`src/rtl/core/rom_enc_pkg.sv`:
```
// Shared constants, letter codes and numeral table lookups for the Roman numeral encoder.
`timescale 1ns / 1ps
`default_nettype none

package rom_enc_pkg;

	localparam int VALUE_W     = 12;
	localparam int LETTER_W    = 8;
	localparam int ENTRY_COUNT = 13;
	localparam int ENTRY_W     = 4;
	localparam int QUEUE_DEPTH = 2;

	// ASCII codes of the numeral letters; a zero code marks a one-letter entry.
	localparam logic [LETTER_W-1:0] LETTER_NONE = 8'h00;
	localparam logic [LETTER_W-1:0] LETTER_I    = 8'h49;
	localparam logic [LETTER_W-1:0] LETTER_V    = 8'h56;
	localparam logic [LETTER_W-1:0] LETTER_X    = 8'h58;
	localparam logic [LETTER_W-1:0] LETTER_L    = 8'h4C;
	localparam logic [LETTER_W-1:0] LETTER_C    = 8'h43;
	localparam logic [LETTER_W-1:0] LETTER_D    = 8'h44;
	localparam logic [LETTER_W-1:0] LETTER_M    = 8'h4D;

	localparam logic [VALUE_W-1:0] ENTRY_VALUE [ENTRY_COUNT] = '{
		12'd1000, 12'd900, 12'd500, 12'd400, 12'd100, 12'd90, 12'd50,
		12'd40, 12'd10, 12'd9, 12'd5, 12'd4, 12'd1
	};

	localparam logic [LETTER_W-1:0] ENTRY_FIRST [ENTRY_COUNT] = '{
		LETTER_M, LETTER_C, LETTER_D, LETTER_C, LETTER_C, LETTER_X, LETTER_L,
		LETTER_X, LETTER_X, LETTER_I, LETTER_V, LETTER_I, LETTER_I
	};

	localparam logic [LETTER_W-1:0] ENTRY_SECOND [ENTRY_COUNT] = '{
		LETTER_NONE, LETTER_M, LETTER_NONE, LETTER_D, LETTER_NONE, LETTER_C, LETTER_NONE,
		LETTER_L, LETTER_NONE, LETTER_X, LETTER_NONE, LETTER_V, LETTER_NONE
	};

	// Index of the largest table entry that does not exceed the remainder.
	// The table is descending, so the first entry that fits wins.
	function automatic logic [ENTRY_W-1:0] find_entry(input logic [VALUE_W-1:0] rem);
		logic [ENTRY_W-1:0] idx;
		logic               found;
		idx   = ENTRY_W'(ENTRY_COUNT - 1);
		found = 1'b0;
		for (int i = 0; i < ENTRY_COUNT; i++) begin
			if (!found && rem >= ENTRY_VALUE[i]) begin
				idx   = ENTRY_W'(i);
				found = 1'b1;
			end
		end
		return idx;
	endfunction

endpackage

`default_nettype wire

```
`src/rtl/core/rom_enc_front.sv`:
```
// Input stage: takes items, drops zero values and pushes the rest into the queue.
`timescale 1ns / 1ps
`default_nettype none

module rom_enc_front (
	input  wire logic                             clk,
	input  wire logic                             arst_n,
	input  wire logic                             value_valid,
	output logic                                  value_ready,
	input  wire logic [rom_enc_pkg::VALUE_W-1:0]  value,
	input  wire logic                             q_full,
	output logic                                  q_push,
	output logic      [rom_enc_pkg::VALUE_W-1:0]  q_data
);
	import rom_enc_pkg::*;

	logic               valid_s1;
	logic [VALUE_W-1:0] value_s1;
	logic               is_zero;
	logic               leave;

	// A zero value yields no letters, so it retires without a queue slot.
	assign is_zero     = (value_s1 == '0);
	assign leave       = valid_s1 && (is_zero || !q_full);
	assign q_push      = valid_s1 && !is_zero && !q_full;
	assign q_data      = value_s1;
	assign value_ready = !valid_s1 || leave;

	// Holding register for the item being classified.
	always_ff @(posedge clk or negedge arst_n) begin
		if (!arst_n) begin
			valid_s1 <= 1'b0;
		end else if (value_ready) begin
			valid_s1 <= value_valid;
		end
	end

	always_ff @(posedge clk) begin
		if (value_ready && value_valid) begin
			value_s1 <= value;
		end
	end

endmodule

`default_nettype wire

```
`src/rtl/core/rom_enc_queue.sv`:
```
// Short FIFO that decouples the input stage from the letter sequencer.
`timescale 1ns / 1ps
`default_nettype none

module rom_enc_queue #(
	parameter int Depth = rom_enc_pkg::QUEUE_DEPTH
) (
	input  wire logic                             clk,
	input  wire logic                             arst_n,
	input  wire logic                             push,
	input  wire logic [rom_enc_pkg::VALUE_W-1:0]  push_data,
	output logic                                  full,
	input  wire logic                             pop,
	output logic                                  empty,
	output logic      [rom_enc_pkg::VALUE_W-1:0]  pop_data
);
	import rom_enc_pkg::*;

	localparam int PtrW = (Depth > 1) ? $clog2(Depth) : 1;
	localparam int CntW = $clog2(Depth + 1);

	logic [VALUE_W-1:0] mem_q [Depth];
	logic [PtrW-1:0]    wr_ptr_q;
	logic [PtrW-1:0]    rd_ptr_q;
	logic [CntW-1:0]    count_q;
	logic               do_push;
	logic               do_pop;

	assign full     = (count_q == CntW'(Depth));
	assign empty    = (count_q == '0);
	assign do_push  = push && !full;
	assign do_pop   = pop && !empty;
	assign pop_data = mem_q[rd_ptr_q];

	// Pointers wrap at the depth, which need not be a power of two.
	always_ff @(posedge clk or negedge arst_n) begin
		if (!arst_n) begin
			wr_ptr_q <= '0;
			rd_ptr_q <= '0;
			count_q  <= '0;
		end else begin
			if (do_push) begin
				wr_ptr_q <= (wr_ptr_q == PtrW'(Depth - 1)) ? '0 : wr_ptr_q + 1'b1;
			end
			if (do_pop) begin
				rd_ptr_q <= (rd_ptr_q == PtrW'(Depth - 1)) ? '0 : rd_ptr_q + 1'b1;
			end
			if (do_push && !do_pop) begin
				count_q <= count_q + 1'b1;
			end else if (do_pop && !do_push) begin
				count_q <= count_q - 1'b1;
			end
		end
	end

	// Storage entries.
	always_ff @(posedge clk) begin
		if (do_push) begin
			mem_q[wr_ptr_q] <= push_data;
		end
	end

endmodule

`default_nettype wire

```
`src/rtl/core/rom_enc_back.sv`:
```
// Letter sequencer: expands a value greedily, one letter per cycle unless the output stalls.
`timescale 1ns / 1ps
`default_nettype none

module rom_enc_back (
	input  wire logic                             clk,
	input  wire logic                             arst_n,
	input  wire logic                             q_empty,
	input  wire logic [rom_enc_pkg::VALUE_W-1:0]  q_data,
	output logic                                  q_pop,
	output logic                                  letter_valid,
	input  wire logic                             letter_ready,
	output logic      [rom_enc_pkg::LETTER_W-1:0] letter,
	output logic                                  last
);
	import rom_enc_pkg::*;

	logic                busy_q;
	logic [VALUE_W-1:0]  rem_q;
	logic                pend_q;
	logic [LETTER_W-1:0] pend_letter_q;
	logic                out_valid_q;
	logic [LETTER_W-1:0] letter_q;
	logic                last_q;

	logic                advance;
	logic [ENTRY_W-1:0]  idx;
	logic [VALUE_W-1:0]  diff;
	logic [LETTER_W-1:0] first_l;
	logic [LETTER_W-1:0] second_l;
	logic                first_last;

	assign advance      = !out_valid_q || letter_ready;
	assign q_pop        = !busy_q && !q_empty;
	assign letter_valid = out_valid_q;
	assign letter       = letter_q;
	assign last         = last_q;

	// Pick the largest entry that fits; while busy the remainder is zero only when a second letter is pending.
	always_comb begin
		idx        = find_entry(rem_q);
		diff       = rem_q - ENTRY_VALUE[idx];
		first_l    = ENTRY_FIRST[idx];
		second_l   = ENTRY_SECOND[idx];
		first_last = (second_l == LETTER_NONE) && (diff == '0);
	end

	// Sequencer state and the output register.
	always_ff @(posedge clk or negedge arst_n) begin
		if (!arst_n) begin
			busy_q      <= 1'b0;
			pend_q      <= 1'b0;
			out_valid_q <= 1'b0;
		end else begin
			if (q_pop) begin
				busy_q <= 1'b1;
				pend_q <= 1'b0;
			end
			if (advance) begin
				out_valid_q <= busy_q;
				if (busy_q) begin
					if (pend_q) begin
						pend_q <= 1'b0;
						busy_q <= (rem_q != '0);
					end else begin
						pend_q <= (second_l != LETTER_NONE);
						busy_q <= !first_last;
					end
				end
			end
		end
	end

	// Payload registers: remainder, pending second letter and the letter shown.
	always_ff @(posedge clk) begin
		if (q_pop) begin
			rem_q <= q_data;
		end else if (advance && busy_q) begin
			if (pend_q) begin
				letter_q <= pend_letter_q;
				last_q   <= (rem_q == '0);
			end else begin
				letter_q      <= first_l;
				last_q        <= first_last;
				rem_q         <= diff;
				pend_letter_q <= second_l;
			end
		end
	end

endmodule

`default_nettype wire

```
`src/rtl/core/integer_to_roman_encoder.sv`:
```
// Top level of the integer to Roman numeral encoder.
//
//   Channel  Signals                          Direction  Payload
//   value    value_valid / value_ready        in         value[11:0]
//   letter   letter_valid / letter_ready      out        letter[7:0], last
//
// A value occupies the sequencer for a load of the remainder from the queue, then
// one letter per cycle while the output is not stalled. The sequencer sets the rate;
// zero values retire in the input stage and produce no letters.
// Reset is asynchronous and clears all handshake and sequencing state.
// A stalled output holds the sequencer while the queue keeps taking items until it is full.
`timescale 1ns / 1ps
`default_nettype none

module integer_to_roman_encoder #(
	parameter int QueueDepth = rom_enc_pkg::QUEUE_DEPTH
) (
	input  wire logic                             clk,
	input  wire logic                             arst_n,
	input  wire logic                             value_valid,
	output logic                                  value_ready,
	input  wire logic [rom_enc_pkg::VALUE_W-1:0]  value,
	output logic                                  letter_valid,
	input  wire logic                             letter_ready,
	output logic      [rom_enc_pkg::LETTER_W-1:0] letter,
	output logic                                  last
);
	import rom_enc_pkg::*;

	logic               q_push;
	logic [VALUE_W-1:0] q_push_data;
	logic               q_full;
	logic               q_pop;
	logic               q_empty;
	logic [VALUE_W-1:0] q_pop_data;

	// Input stage.
	rom_enc_front u_front (
		.clk         (clk),
		.arst_n      (arst_n),
		.value_valid (value_valid),
		.value_ready (value_ready),
		.value       (value),
		.q_full      (q_full),
		.q_push      (q_push),
		.q_data      (q_push_data)
	);

	// Decoupling queue.
	rom_enc_queue #(
		.Depth (QueueDepth)
	) u_queue (
		.clk       (clk),
		.arst_n    (arst_n),
		.push      (q_push),
		.push_data (q_push_data),
		.full      (q_full),
		.pop       (q_pop),
		.empty     (q_empty),
		.pop_data  (q_pop_data)
	);

	// Letter sequencer.
	rom_enc_back u_back (
		.clk          (clk),
		.arst_n       (arst_n),
		.q_empty      (q_empty),
		.q_data       (q_pop_data),
		.q_pop        (q_pop),
		.letter_valid (letter_valid),
		.letter_ready (letter_ready),
		.letter       (letter),
		.last         (last)
	);

endmodule

`default_nettype wire
```
`config.mk`:
```
export PLATFORM = sky130hd
export DESIGN_NAME = integer_to_roman_encoder
export DESIGN_NICKNAME = d
export VERILOG_FILES = /design/src/rtl/core/rom_enc_pkg.sv /design/src/rtl/core/rom_enc_front.sv /design/src/rtl/core/rom_enc_queue.sv /design/src/rtl/core/rom_enc_back.sv /design/src/rtl/core/integer_to_roman_encoder.sv
export SDC_FILE = /design/constraint.sdc
export NUM_CORES = 1
export LEC_CHECK = 0
export BUFFER_PORTS_ARGS = -buffer_cell sky130_fd_sc_hd__buf_2
export CAP_MARGIN = 40
export CORE_ASPECT_RATIO = 0.9
export CORE_MARGIN = 10
export CORE_UTILIZATION = 63
export CTS_BUF_LIST = sky130_fd_sc_hd__clkbuf_8
export CTS_CLUSTER_SIZE = 12
export DETAILED_ROUTE_END_ITERATION = 16
export PLACE_DENSITY = 0.83
export SYNTH_ARGS = -nofsm -noshare
export SYNTH_HDL_FRONTEND = slang
export SYNTH_SLANG_ARGS = --single-unit
```
`constraint.sdc`:
```
create_clock -name clk -period 5.6 [get_ports clk]
set_input_delay 1.12 -clock clk [delete_from_list [all_inputs] [get_ports clk]]
set_output_delay 1.12 -clock clk [all_outputs]
set_load 0.02 [all_outputs]
```
==> impl_results.md, run 1 <==
* Status: complete, no violations
* Total Routing Usage GR at approximately 17%
* Nets at 400
* Cell area after synthesis at 0.003796 mm2
* Hold path start: u_front.q_data[6]
* Flop pwr share at 33.4%
* Antenna cells at 0
* Register area share after synthesis at 53.53%
* Number of synthesized register bits at 69
* Final Hold Viols at 0
* Int Power at 1.693 mW
* Worst slew margin at 54.86%
* Post-route clock skew at between 0.009 and 0.01 ns
* Setup repair after global routing missed its margin: false
* Area share of the largest cell type after synthesis at 48.25%
* Pre-CTS WS at 0.6567 ns
* Syn Area/Cell at 11.20 um2
* Highest Clock Rate at 198.8 MHz
* Clock tree buffer depth at 2
* Placed cell count at 426
* Reg2Reg Setup Slack at about 0.57 ns
* Starting Density at approximately two thirds
* First-pass GRT wire length at 12960 um
* Worst setup SP type: flip-flop
* Main synth FF type: edfxtp_1
* Comb power frac at between 50% and 60%
* Crit. End Element: flip-flop
* Pwr/cell area at 705.8 mW/mm2
* Filler Cell Count at 391
* Measured slew at the worst slew-check pin at 0.6771 ns
* Switching pwr at 1.258 mW
* Layout Cells excl Fill at roughly 440
* Switching Fraction at 42.64%
* Routed Antenna Nets at 0
* Standard-cell rows at 26
* DP Area at 0.003985 mm2
* Die Ht at 93.64 um
* Num ports at 27
* Proportion of layout cells with a drive suffix above 1 at between 10% and 20%
* GP Congestion at between 0.9 and 1
* Via density per instance at 6.242
* CTS tree: done
* Crit path DAT at 5.20 ns
* Warnings from Yosys at 0
* Clk pwr share at 13.4%
* Crit path launch: u_back.rem_q[10]
* Number of synthesized flops with an enable pin at 61
* Worst hold path class: reg2reg
* Worst R2R Start: u_back.rem_q[10]
* Setup total negative slack at 0 ns
* Slew Viols, Final at 0
* Post-DP HPWL at between 5000 and 6000 um
* Synth-to-layout area growth at 10.15%
* Kind of critical path: reg2reg
* Starting DRT DRC Count at 277
* Max Cap Viol at 0
* CORE AREA at 0.005758 mm2
* Post-synth ARST share at roughly 12%
* Crit-path cells: or3_1 -> nor4_1 -> nand3_1 -> a311o_1 -> o21ai_1 -> inv_2 -> ha_1 -> nor2_1 -> nor2_1 -> ha_1 -> fa_1 -> nor2b_4 -> o31a_1 -> a2bb2oi_1 -> xnor2_1 -> nand4_1 -> or4b_1 -> o31ai_2
* Setup Fix Bufs, Post-CTS at 0
* Power Total at 2.951 mW
* Largest net degree at the start of global routing at 25
* Yosys cell types at about 60
* Via count at 2759
* Leak at around 1.6 nW
* Reg clk slew, reported paths at approximately 0.070 ns
* Total length of routed wires at around 8000 um
* GRT overflow at 0
* Drt pass-1 iters at 5
* Htree depth at 3
* Syn Inst Count at 339
* Resize count post-CTS at 0
* Die footprint at 0.009535 mm2
* DRC Markers at 0
* Num CTS Buffers at 9
* Clock Latency Late Sink at between 0.3 and 0.4 ns
* Critical-path maximum fanout at 9
* Max stage delay on crit path at 0.51 ns
* Vias in the first global route at around 2700
* CTS root buf: clkbuf_8
* Initial antenna violation count at 0
* Sink Count at 69
* Synth area leader: edfxtp_1
* Die W at 101.8 um
* Worst VDD drop at 377.6 uV
* Fin crit share at 89.81%
* Drt wl/cell at 18.04 um
* CP max stage cell: edfxtp_1
* Hold buffer count at CTS at 0
* Fin area at 0.004182 mm2
* Setup WS post-layout at 0.5704 ns
* Critical Path RT at 5.77 ns
* Area contributors post-synth: edfxtp_1 (48%), dfrtp_1 (5.3%), ha_1 (5.3%), a21oi_1 (2.5%), o21ai_0 (2.4%)
* # port buffers at 24
* Final setup fails at 0
* Min Tclk post-route at a little over 5 ns
## Yosys cell counts (all sizes together), types with 7 or more instances
cell,count
nand2,22
ha,16
and2,7
mux2i,7
clkbuf,8
a211oi,8
nand2b,10
nor2b,12
a21oi,19
dfrtp,8
inv,18
nor2,20
o21ai,26
xnor2,9
edfxtp,61
## power groups by stage
stage,logic [mW],registers [mW],clock network [mW]
2_1_floorplan,1.22,0.922,0
5_1_grt,1.71,1.01,0.425
3_3_place_gp,1.49,0.981,0
6_report,1.57,0.985,0.396
3_5_place_dp,1.52,0.992,0
4_1_cts,1.54,0.979,0.403
## per-stage QoR
stage          utilization (%)  hold slack (ns)
6_report                 72.62           0.4789
4_1_cts                  72.62           0.4807
3_5_place_dp             69.21           0.4636
2_1_floorplan                -           0.4454
5_1_grt                  72.62           0.4944
3_3_place_gp             69.08           0.4510
## layout make-up
class / instances / area, um2 / share of cell area, %
multi-input cells: 239 / 1633 / 39.05
clock buffers: 9 / 123.9 / 2.962
flip-flops and latches: 69 / 2032 / 48.59
clock inverters: 7 / 72.57 / 1.735
well taps: 70 / 87.58 / 2.095
inverters: 18 / 67.56 / 1.616
repair buffers: 30 / 165.2 / 3.950
## flip-flops by register name, indices dropped and copies added (netlist names)
signal / flops
u_queue.mem_q: 24
u_back.rem_q: 12
u_front.q_data: 12
u_back.letter: 6
u_back.pend_letter_q: 6
u_queue.count_q: 2
u_back.busy_q: 1
u_back.last: 1
u_back.letter_valid: 1
u_back.pend_q: 1
u_front.valid_s1: 1
u_queue.rd_ptr_q: 1
u_queue.wr_ptr_q: 1
## cell families after synthesis
logic type	count (synthesis)	synth area share [%]
other	1	0.09878
AO/OA/AOI/OAI	92	15.99
buffers and inverters	32	3.559
AND/OR/NAND/NOR	107	15.82
flip-flops	69	53.53
XOR/XNOR	12	2.769
adder cells (fa/ha/maj)	17	5.801
multiplexers	9	2.439
## metal layers
metal,share of wire [%],track usage [%]
met5,0,0
met3,6.5,4.930
met4,1.6,5.164
met1,42,20.19
met2,50,29.96
## layout by cell type (no fill, tap or decap), types with 3 or more instances in the layout
| cell | n |
|---|---|
| edfxtp_1 | 61 |
| buf_2 | 24 |
| nand2_1 | 22 |
| nor2_1 | 20 |
| a21oi_1 | 19 |
| o21ai_0 | 18 |
| ha_1 | 16 |
| inv_1 | 15 |
| nor2b_1 | 11 |
| nand2b_1 | 10 |
| xnor2_1 | 9 |
| clkbuf_8 | 9 |
| o21ai_1 | 8 |
| a211oi_1 | 8 |
| dfrtp_1 | 8 |
| mux2i_1 | 7 |
| and2_1 | 7 |
| nor4_1 | 6 |
| o21a_1 | 6 |
| buf_4 | 6 |
| o211ai_1 | 5 |
| nand4_1 | 5 |
| nor3_1 | 4 |
| or3_1 | 4 |
| o31a_1 | 4 |
| inv_2 | 3 |
| a211o_1 | 3 |
| a31oi_1 | 3 |
| o31ai_1 | 3 |
| xor2_1 | 3 |
## final timing paths
kind | endpoint | cells after the start
worst min register to register | u_queue.mem_q[0][6] | 0
min in group asynchronous | u_queue.count_q[1] | 1
worst max register to register | u_back.last | 18
worst min-delay path | u_queue.mem_q[0][6] | 0
worst max-delay path | u_back.last | 18
max in group asynchronous | u_queue.count_q[0] | 1
## critical path, delay by kind of cell, from the launching register on
| family | cells | cell delay, ns |
|---|---|---|
| buffers and inverters | 1 | 0.09 |
| and+or+nand+nor | 8 | 1.81 |
| DFF | 1 | 0.51 |
| adders and majority gates | 3 | 1.00 |
| AOI/OAI and AO/OA | 5 | 1.24 |
| xor gates and xnor gates | 1 | 0.20 |
No activity file was read; power rests on OpenSTA's default activity.
==> run 2: changes to the inputs <==
SYNTH_HIERARCHICAL = 1   (was default)
==> run 2 against run 1 <==
Net effect: design area up 4.9%; cell count up 4.8%; synthesized area up 5.1%; wire length increased by 2.5%; register-to-register slack improved by 0.02 ns; critical path depth stayed put; via count grew 1.8%; hold slack improved by 0.021 ns; sequential cell count unchanged.
==> impl_results.md, run 2 <==
* Setup Fix Bufs, Post-CTS at 0
* Placed cell count at 447
* Hold buffer count at CTS at 0
* Status: complete, no violations
* GRT overflow at 0
* Crit path DAT at 5.12 ns
* Setup total negative slack at 0 ns
* Crit. End Element: flip-flop
* Drt wl/cell at between 15 and 20 um
* Critical-path maximum fanout at 8
* Max stage delay on crit path at about 0.5 ns
* Met1 usage at between 10% and 20%
* Clock Latency Late Sink at ~0.35 ns
* Synth-to-layout area growth at 10.01%
* Setup WS post-layout at approximately 0.59 ns
* Starting DRT DRC Count at roughly 220
* CP max stage cell: edfxtp_1
* Pre-CTS WS at around 0.74 ns
* Slew Viols, Final at 0
* Number of synthesized register bits at 69
* Hold Path Cell Cnt at 1
* Resize count post-CTS at 0
* Die Ht at ~95 um
* Largest net degree at the start of global routing at 18
* Kind of critical path: reg2reg
* Most frequent cells after synthesis: edfxtp_1 (61), nor2_1 (34), nand2_1 (31), a21oi_1 (18), ha_1 (17)
* Highest Clock Rate at 199.5 MHz
* Layout Cells excl Fill at 463
* Number of synthesized flops with an enable pin at slightly above 60
* Die W at 103.9 um
* Post-route clock skew at about 0.0082 ns
* Final Hold Viols at 0
* Crit-path cells: nor3_4 -> and2_1 -> nand3b_1 -> nand4_1 -> nand3_1 -> inv_1 -> ha_1 -> o21ai_0 -> a21oi_1 -> nor2_1 -> ha_1 -> nor2b_1 -> o31a_1 -> a2bb2oi_1 -> nor3_1 -> a211oi_1 -> nor2_1 -> a41o_1
* CTS tree: done
* Via count at roughly 2800
* Critical Path RT at 5.70 ns
* Most flop-heavy register: u_queue/mem_q
* Fin crit share at 89.50%
* CTS root buf: clkbuf_8
* Max Cap Viol at 0
* Global route hottest layer: met2
* CP Depth at 18
* Htree depth at 3
* Worst hold path class: reg2reg
* CP delay by family, top: simple AND/OR/NAND/NOR gates
* Total Routing Usage GR at 17.22%
* CORE AREA at 0.006148 mm2
* Reg clk slew, reported paths at roughly 0.08 ns
* Max reg flops at 24
* Final setup fails at 0
* Die footprint at 0.009919 mm2
* Synth area leader: edfxtp_1
* Syn Area/Cell at 11.50 um2
* Register area share after synthesis at 50.94%
* Vias in the first global route at 2845
* CP Buf/Inv Count at 1
* Measured slew at the worst slew-check pin at 0.7128 ns
* Min Tclk post-route at about 5.0 ns
* Syn Inst Count at 347
* Worst setup SP type: flip-flop
* Fin area at 0.004388 mm2
* DP Area at 0.004159 mm2
* Area contributors post-synth: edfxtp_1 (46%), ha_1 (5.3%), dfrtp_1 (5.0%), mux2_4 (3.4%), nor2_1 (3.2%)
* Yosys cell types at 69
* Post-synth ARST share at a little under an eighth
* Post-DP HPWL at 5834 um
* Met3 Use GR at 5.394%
* Sink Count at 69
* Proportion of layout cells with a drive suffix above 1 at 20.48%
* Total length of routed wires at 8172 um
* Initial antenna violation count at 0
* Cell area after synthesis at 0.003989 mm2
* Met2 Resource Use GR at 29.43%
* Main synth FF type: edfxtp_1
* # port buffers at 24
* Num CTS Buffers at 9
* Most common cell after layout, fill and taps aside: edfxtp_1
* Starting Density at 64.88%
* Register-to-Register Path Depth at 18
* Area share of the largest cell type after synthesis at a little under half
* Count leader, synth: edfxtp_1
* DRC Markers at 0
* Nets at 405
* Via density per instance at ~6.1
* GP Congestion at 1.010
* Setup repair after global routing missed its margin: false
* Antenna cells at 0
* First-pass GRT wire length at about 14000 um
* Routed Antenna Nets at 0
* Clock tree buffer depth at 2
* Warnings from Yosys at 6
* Num ports at 27
* Commonest non-fill, non-tap cells in the layout: edfxtp_1 (61), nor2_1 (34), nand2_1 (31), buf_2 (24), a21oi_1 (18)
* Worst slew margin at 52.48%
* Drt pass-1 iters at 5
* Standard-cell rows at 27
## run 2: worst paths after layout
| kind | from | end | slack [ns] |
|---|---|---|---|
| max | u_back/rem_q[10] | u_back/last | 0.59 |
| min reg2reg | u_queue/wr_ptr_q | u_queue/wr_ptr_q | 0.50 |
| min | u_queue/wr_ptr_q | u_queue/wr_ptr_q | 0.50 |
| max in group asynchronous | arst_n | u_front/valid_s1 | 4.81 |
| min in group asynchronous | arst_n | u_queue/rd_ptr_q | 0.60 |
| max reg2reg | u_back/rem_q[10] | u_back/last | 0.59 |
## run 2: cell families after synthesis
family | count (synthesis) | synth area share (%)
AO/OA/AOI/OAI | 79 | 14.02
buffers and inverters | 31 | 3.607
adder cells (fa/ha/maj) | 18 | 5.834
multiplexers | 15 | 5.081
flip-flops | 69 | 50.94
XOR/XNOR | 14 | 3.074
other | 1 | 0.09401
AND/OR/NAND/NOR | 120 | 17.35
## run 2: through the flow
step	hold WS (ns)	util, %
floorplan	0.4595	-
global placement	0.4760	67.52
detailed placement	0.4904	67.64
CTS	0.5072	71.37
global route	0.5487	71.37
finish	0.4996	71.37
## run 2: final cells by class
cell class / instances / area (um2)
clock inverter: 7 / 105.1
tap: 87 / 108.9
sequential: 69 / 2032
timing repair buffer: 26 / 135.1
inverter: 17 / 66.31
fill: 426 / 1760
multi-input combinational: 248 / 1817
clock buffer: 9 / 123.9
## run 2: routing by layer
metal / vias up / share of wire, %
met5: - / 0
met4: 0 / 3.3
met3: 27 / 6.6
met2: 126 / 49
met1: 1324 / 41
li1: 1331 / -
Power of run 2 is left out: the tool's default activity adds up to more than one toggle a clock period on the data nets, which glitch-free logic cannot reach.
==> run 3: changes to the inputs <==
CORE_UTILIZATION = 57   (was 63)
PLACE_DENSITY = 0.79   (was 0.83)
clock period = 4.2 ns   (was 5.6 ns; I/O delays follow)
==> run 3 against run 2 <==
Net effect: the run now ends with negative setup slack left; utilization rose by 2.1 points; non-clock buffer count rose by 44; cell count rose by 10%; critical endpoint unchanged; largest cell class unchanged; highest routed layer unchanged.
==> impl_results.md, run 3 (synthesis gave the netlist of run 2 again) <==
* Status: finished, violations left
* Failing checks: negative setup slack
* CTS root buf: clkbuf_8
* Register-to-Register Path Depth at 16
* Crit path to: u_back/last
* Placed cell count at 469
* Commonest non-fill, non-tap cells in the layout: edfxtp_1 (61), buf_4 (46), nor2_1 (33), nand2_1 (31), buf_2 (24)
* CORE AREA at 0.006691 mm2
* Routed Antenna Nets at 0
* CP delay by family, top: compound AO/OA/AOI/OAI gates
* Fin crit share at 100.9%
* Measured slew at the worst slew-check pin at 0.6994 ns
* Slew Viols, Final at 0
* Worst R2R Start: u_back/rem_q[3]
* Reg clk slew, reported paths at 0.09 ns
* Post-route clock skew at around 0.012 ns
* Crit-path cells: nor2_1 -> a21oi_2 -> a32o_2 -> o21ai_2 -> nor2b_4 -> ha_4 -> a21oi_1 -> ha_2 -> fa_2 -> nor2b_2 -> o31a_1 -> o21a_1 -> nor2_1 -> xnor2_2 -> nor2_1 -> a41o_1
* Drt wl/cell at 18.63 um
* First-pass GRT wire length at 13920 um
* Setup WS post-layout at -0.03697 ns
* CP most frequent cell: nor2_1
* Num CTS Buffers at 9
* GP Congestion at 0.9826
* Max stage delay on crit path at 0.53 ns
* Setup total negative slack at -0.04233 ns
* # port buffers at 24
* Global route hottest layer: met2
* Reg2Reg Setup Slack at -0.04 ns
* Vias in the first global route at 2929
* Max reg flops at 24
* Total Routing Usage GR at 16.07%
* DRC Markers at 0
* Final Util at 73.49%
* Layout Cells excl Fill at between 500 and 600
* Sink Count at 69
* Clock tree buffer depth at 2
* Clock Latency Late Sink at 0.35 ns
* Critical-path maximum fanout at 7
* Proportion of layout cells with a drive suffix above 1 at 36.19%
* Crit. End Element: flip-flop
* Min Tclk post-route at 4.237 ns
* Die footprint at 0.01075 mm2
* GRT overflow at 0
* Reg-to-Reg End: u_back/last
* Initial antenna violation count at 0
* Post-DP HPWL at just over 6000 um
* Crit path DAT at 4.35 ns
* Nets at 449
* Max Cap Viol at 0
* Highest Clock Rate at approximately 240 MHz
* Crit path launch: u_back/rem_q[3]
* Final Hold Viols at 0
* CP max stage cell: edfxtp_1
* Most common cell after layout, fill and taps aside: edfxtp_1
* Starting DRT DRC Count at 278
* Total length of routed wires at between 9000 and 10000 um
* Most flop-heavy register: u_queue/mem_q
* CP Buf/Inv Count at 0
* Standard-cell rows at 28
* Worst setup SP type: flip-flop
* Worst hold path class: in2async
* Synth-to-layout area growth at 23.27%
* CP Depth at 16
* Met1 usage at 18.70%
* CTS tree: done
* Die W at 108.2 um
* Final setup fails at 2
* Worst slew margin at 53.37%
* Kind of critical path: reg2reg
* Htree depth at 3
* Num ports at 27
* Met2 Resource Use GR at 27.04%
* Drt pass-1 iters at 5
* Met3 Use GR at 4.452%
* Via count at 3111
* Via density per instance at 6.100
* Starting Density at 59.61%
* Largest net degree at the start of global routing at 18
* Antenna cells at 0
* Die Ht at between 90 and 100 um
* Critical Path RT at 4.31 ns
==> run 3: final cells by class <==
cell class / instances / area [um2]
tap: 90 / 112.6
clock inverter: 7 / 105.1
timing repair buffer: 70 / 465.4
inverter: 17 / 66.31
sequential: 69 / 2032
clock buffer: 9 / 123.9
fill: 395 / 1774
multi-input combinational: 248 / 2012
==> run 3: worst min path at each step <==
stage | end | slack, ns | depth (start not counted)
after floorplan | u_queue/wr_ptr_q | 0.46 | 1
after global placement | u_queue/wr_ptr_q | 0.48 | 1
after detailed placement | u_back/letter[6] | 0.48 | 1
after CTS | u_back/pend_q | 0.30 | 1
after global routing | u_back/busy_q | 0.31 | 1
final | u_back/busy_q | 0.32 | 1
==> run 3: per-stage QoR <==
step / hold slack [ns] / worst slack [ns] / area [um2]
2_1_floorplan: 0.4595 / 0.1469 / 3993
3_3_place_gp: 0.4767 / 0.01112 / 4298
3_5_place_dp: 0.4838 / -0.2096 / 4305
4_1_cts: 0.3043 / 0.004494 / 4632
5_1_grt: 0.3099 / -0.1461 / 4917
6_report: 0.3166 / -0.03697 / 4917
==> run 3: per-layer routing <==
| layer | share of wire, % | vias to the layer above | routed length [um] |
|---|---|---|---|
| li1 | - | 1416 | - |
| met1 | 38 | 1487 | 3646 |
| met2 | 51 | 171 | 4799 |
| met3 | 8.0 | 37 | 761 |
| met4 | 3.1 | 0 | 295 |
| met5 | 0 | - | 0 |
==> run 3: timing repair <==
action	CTS	global route
hold buffers	0	0
resized for setup	3	42
pin swaps	2	20
buffers inserted	11	14
setup endpoints to repair	4	5
Power of run 3 is left out for the same reason.
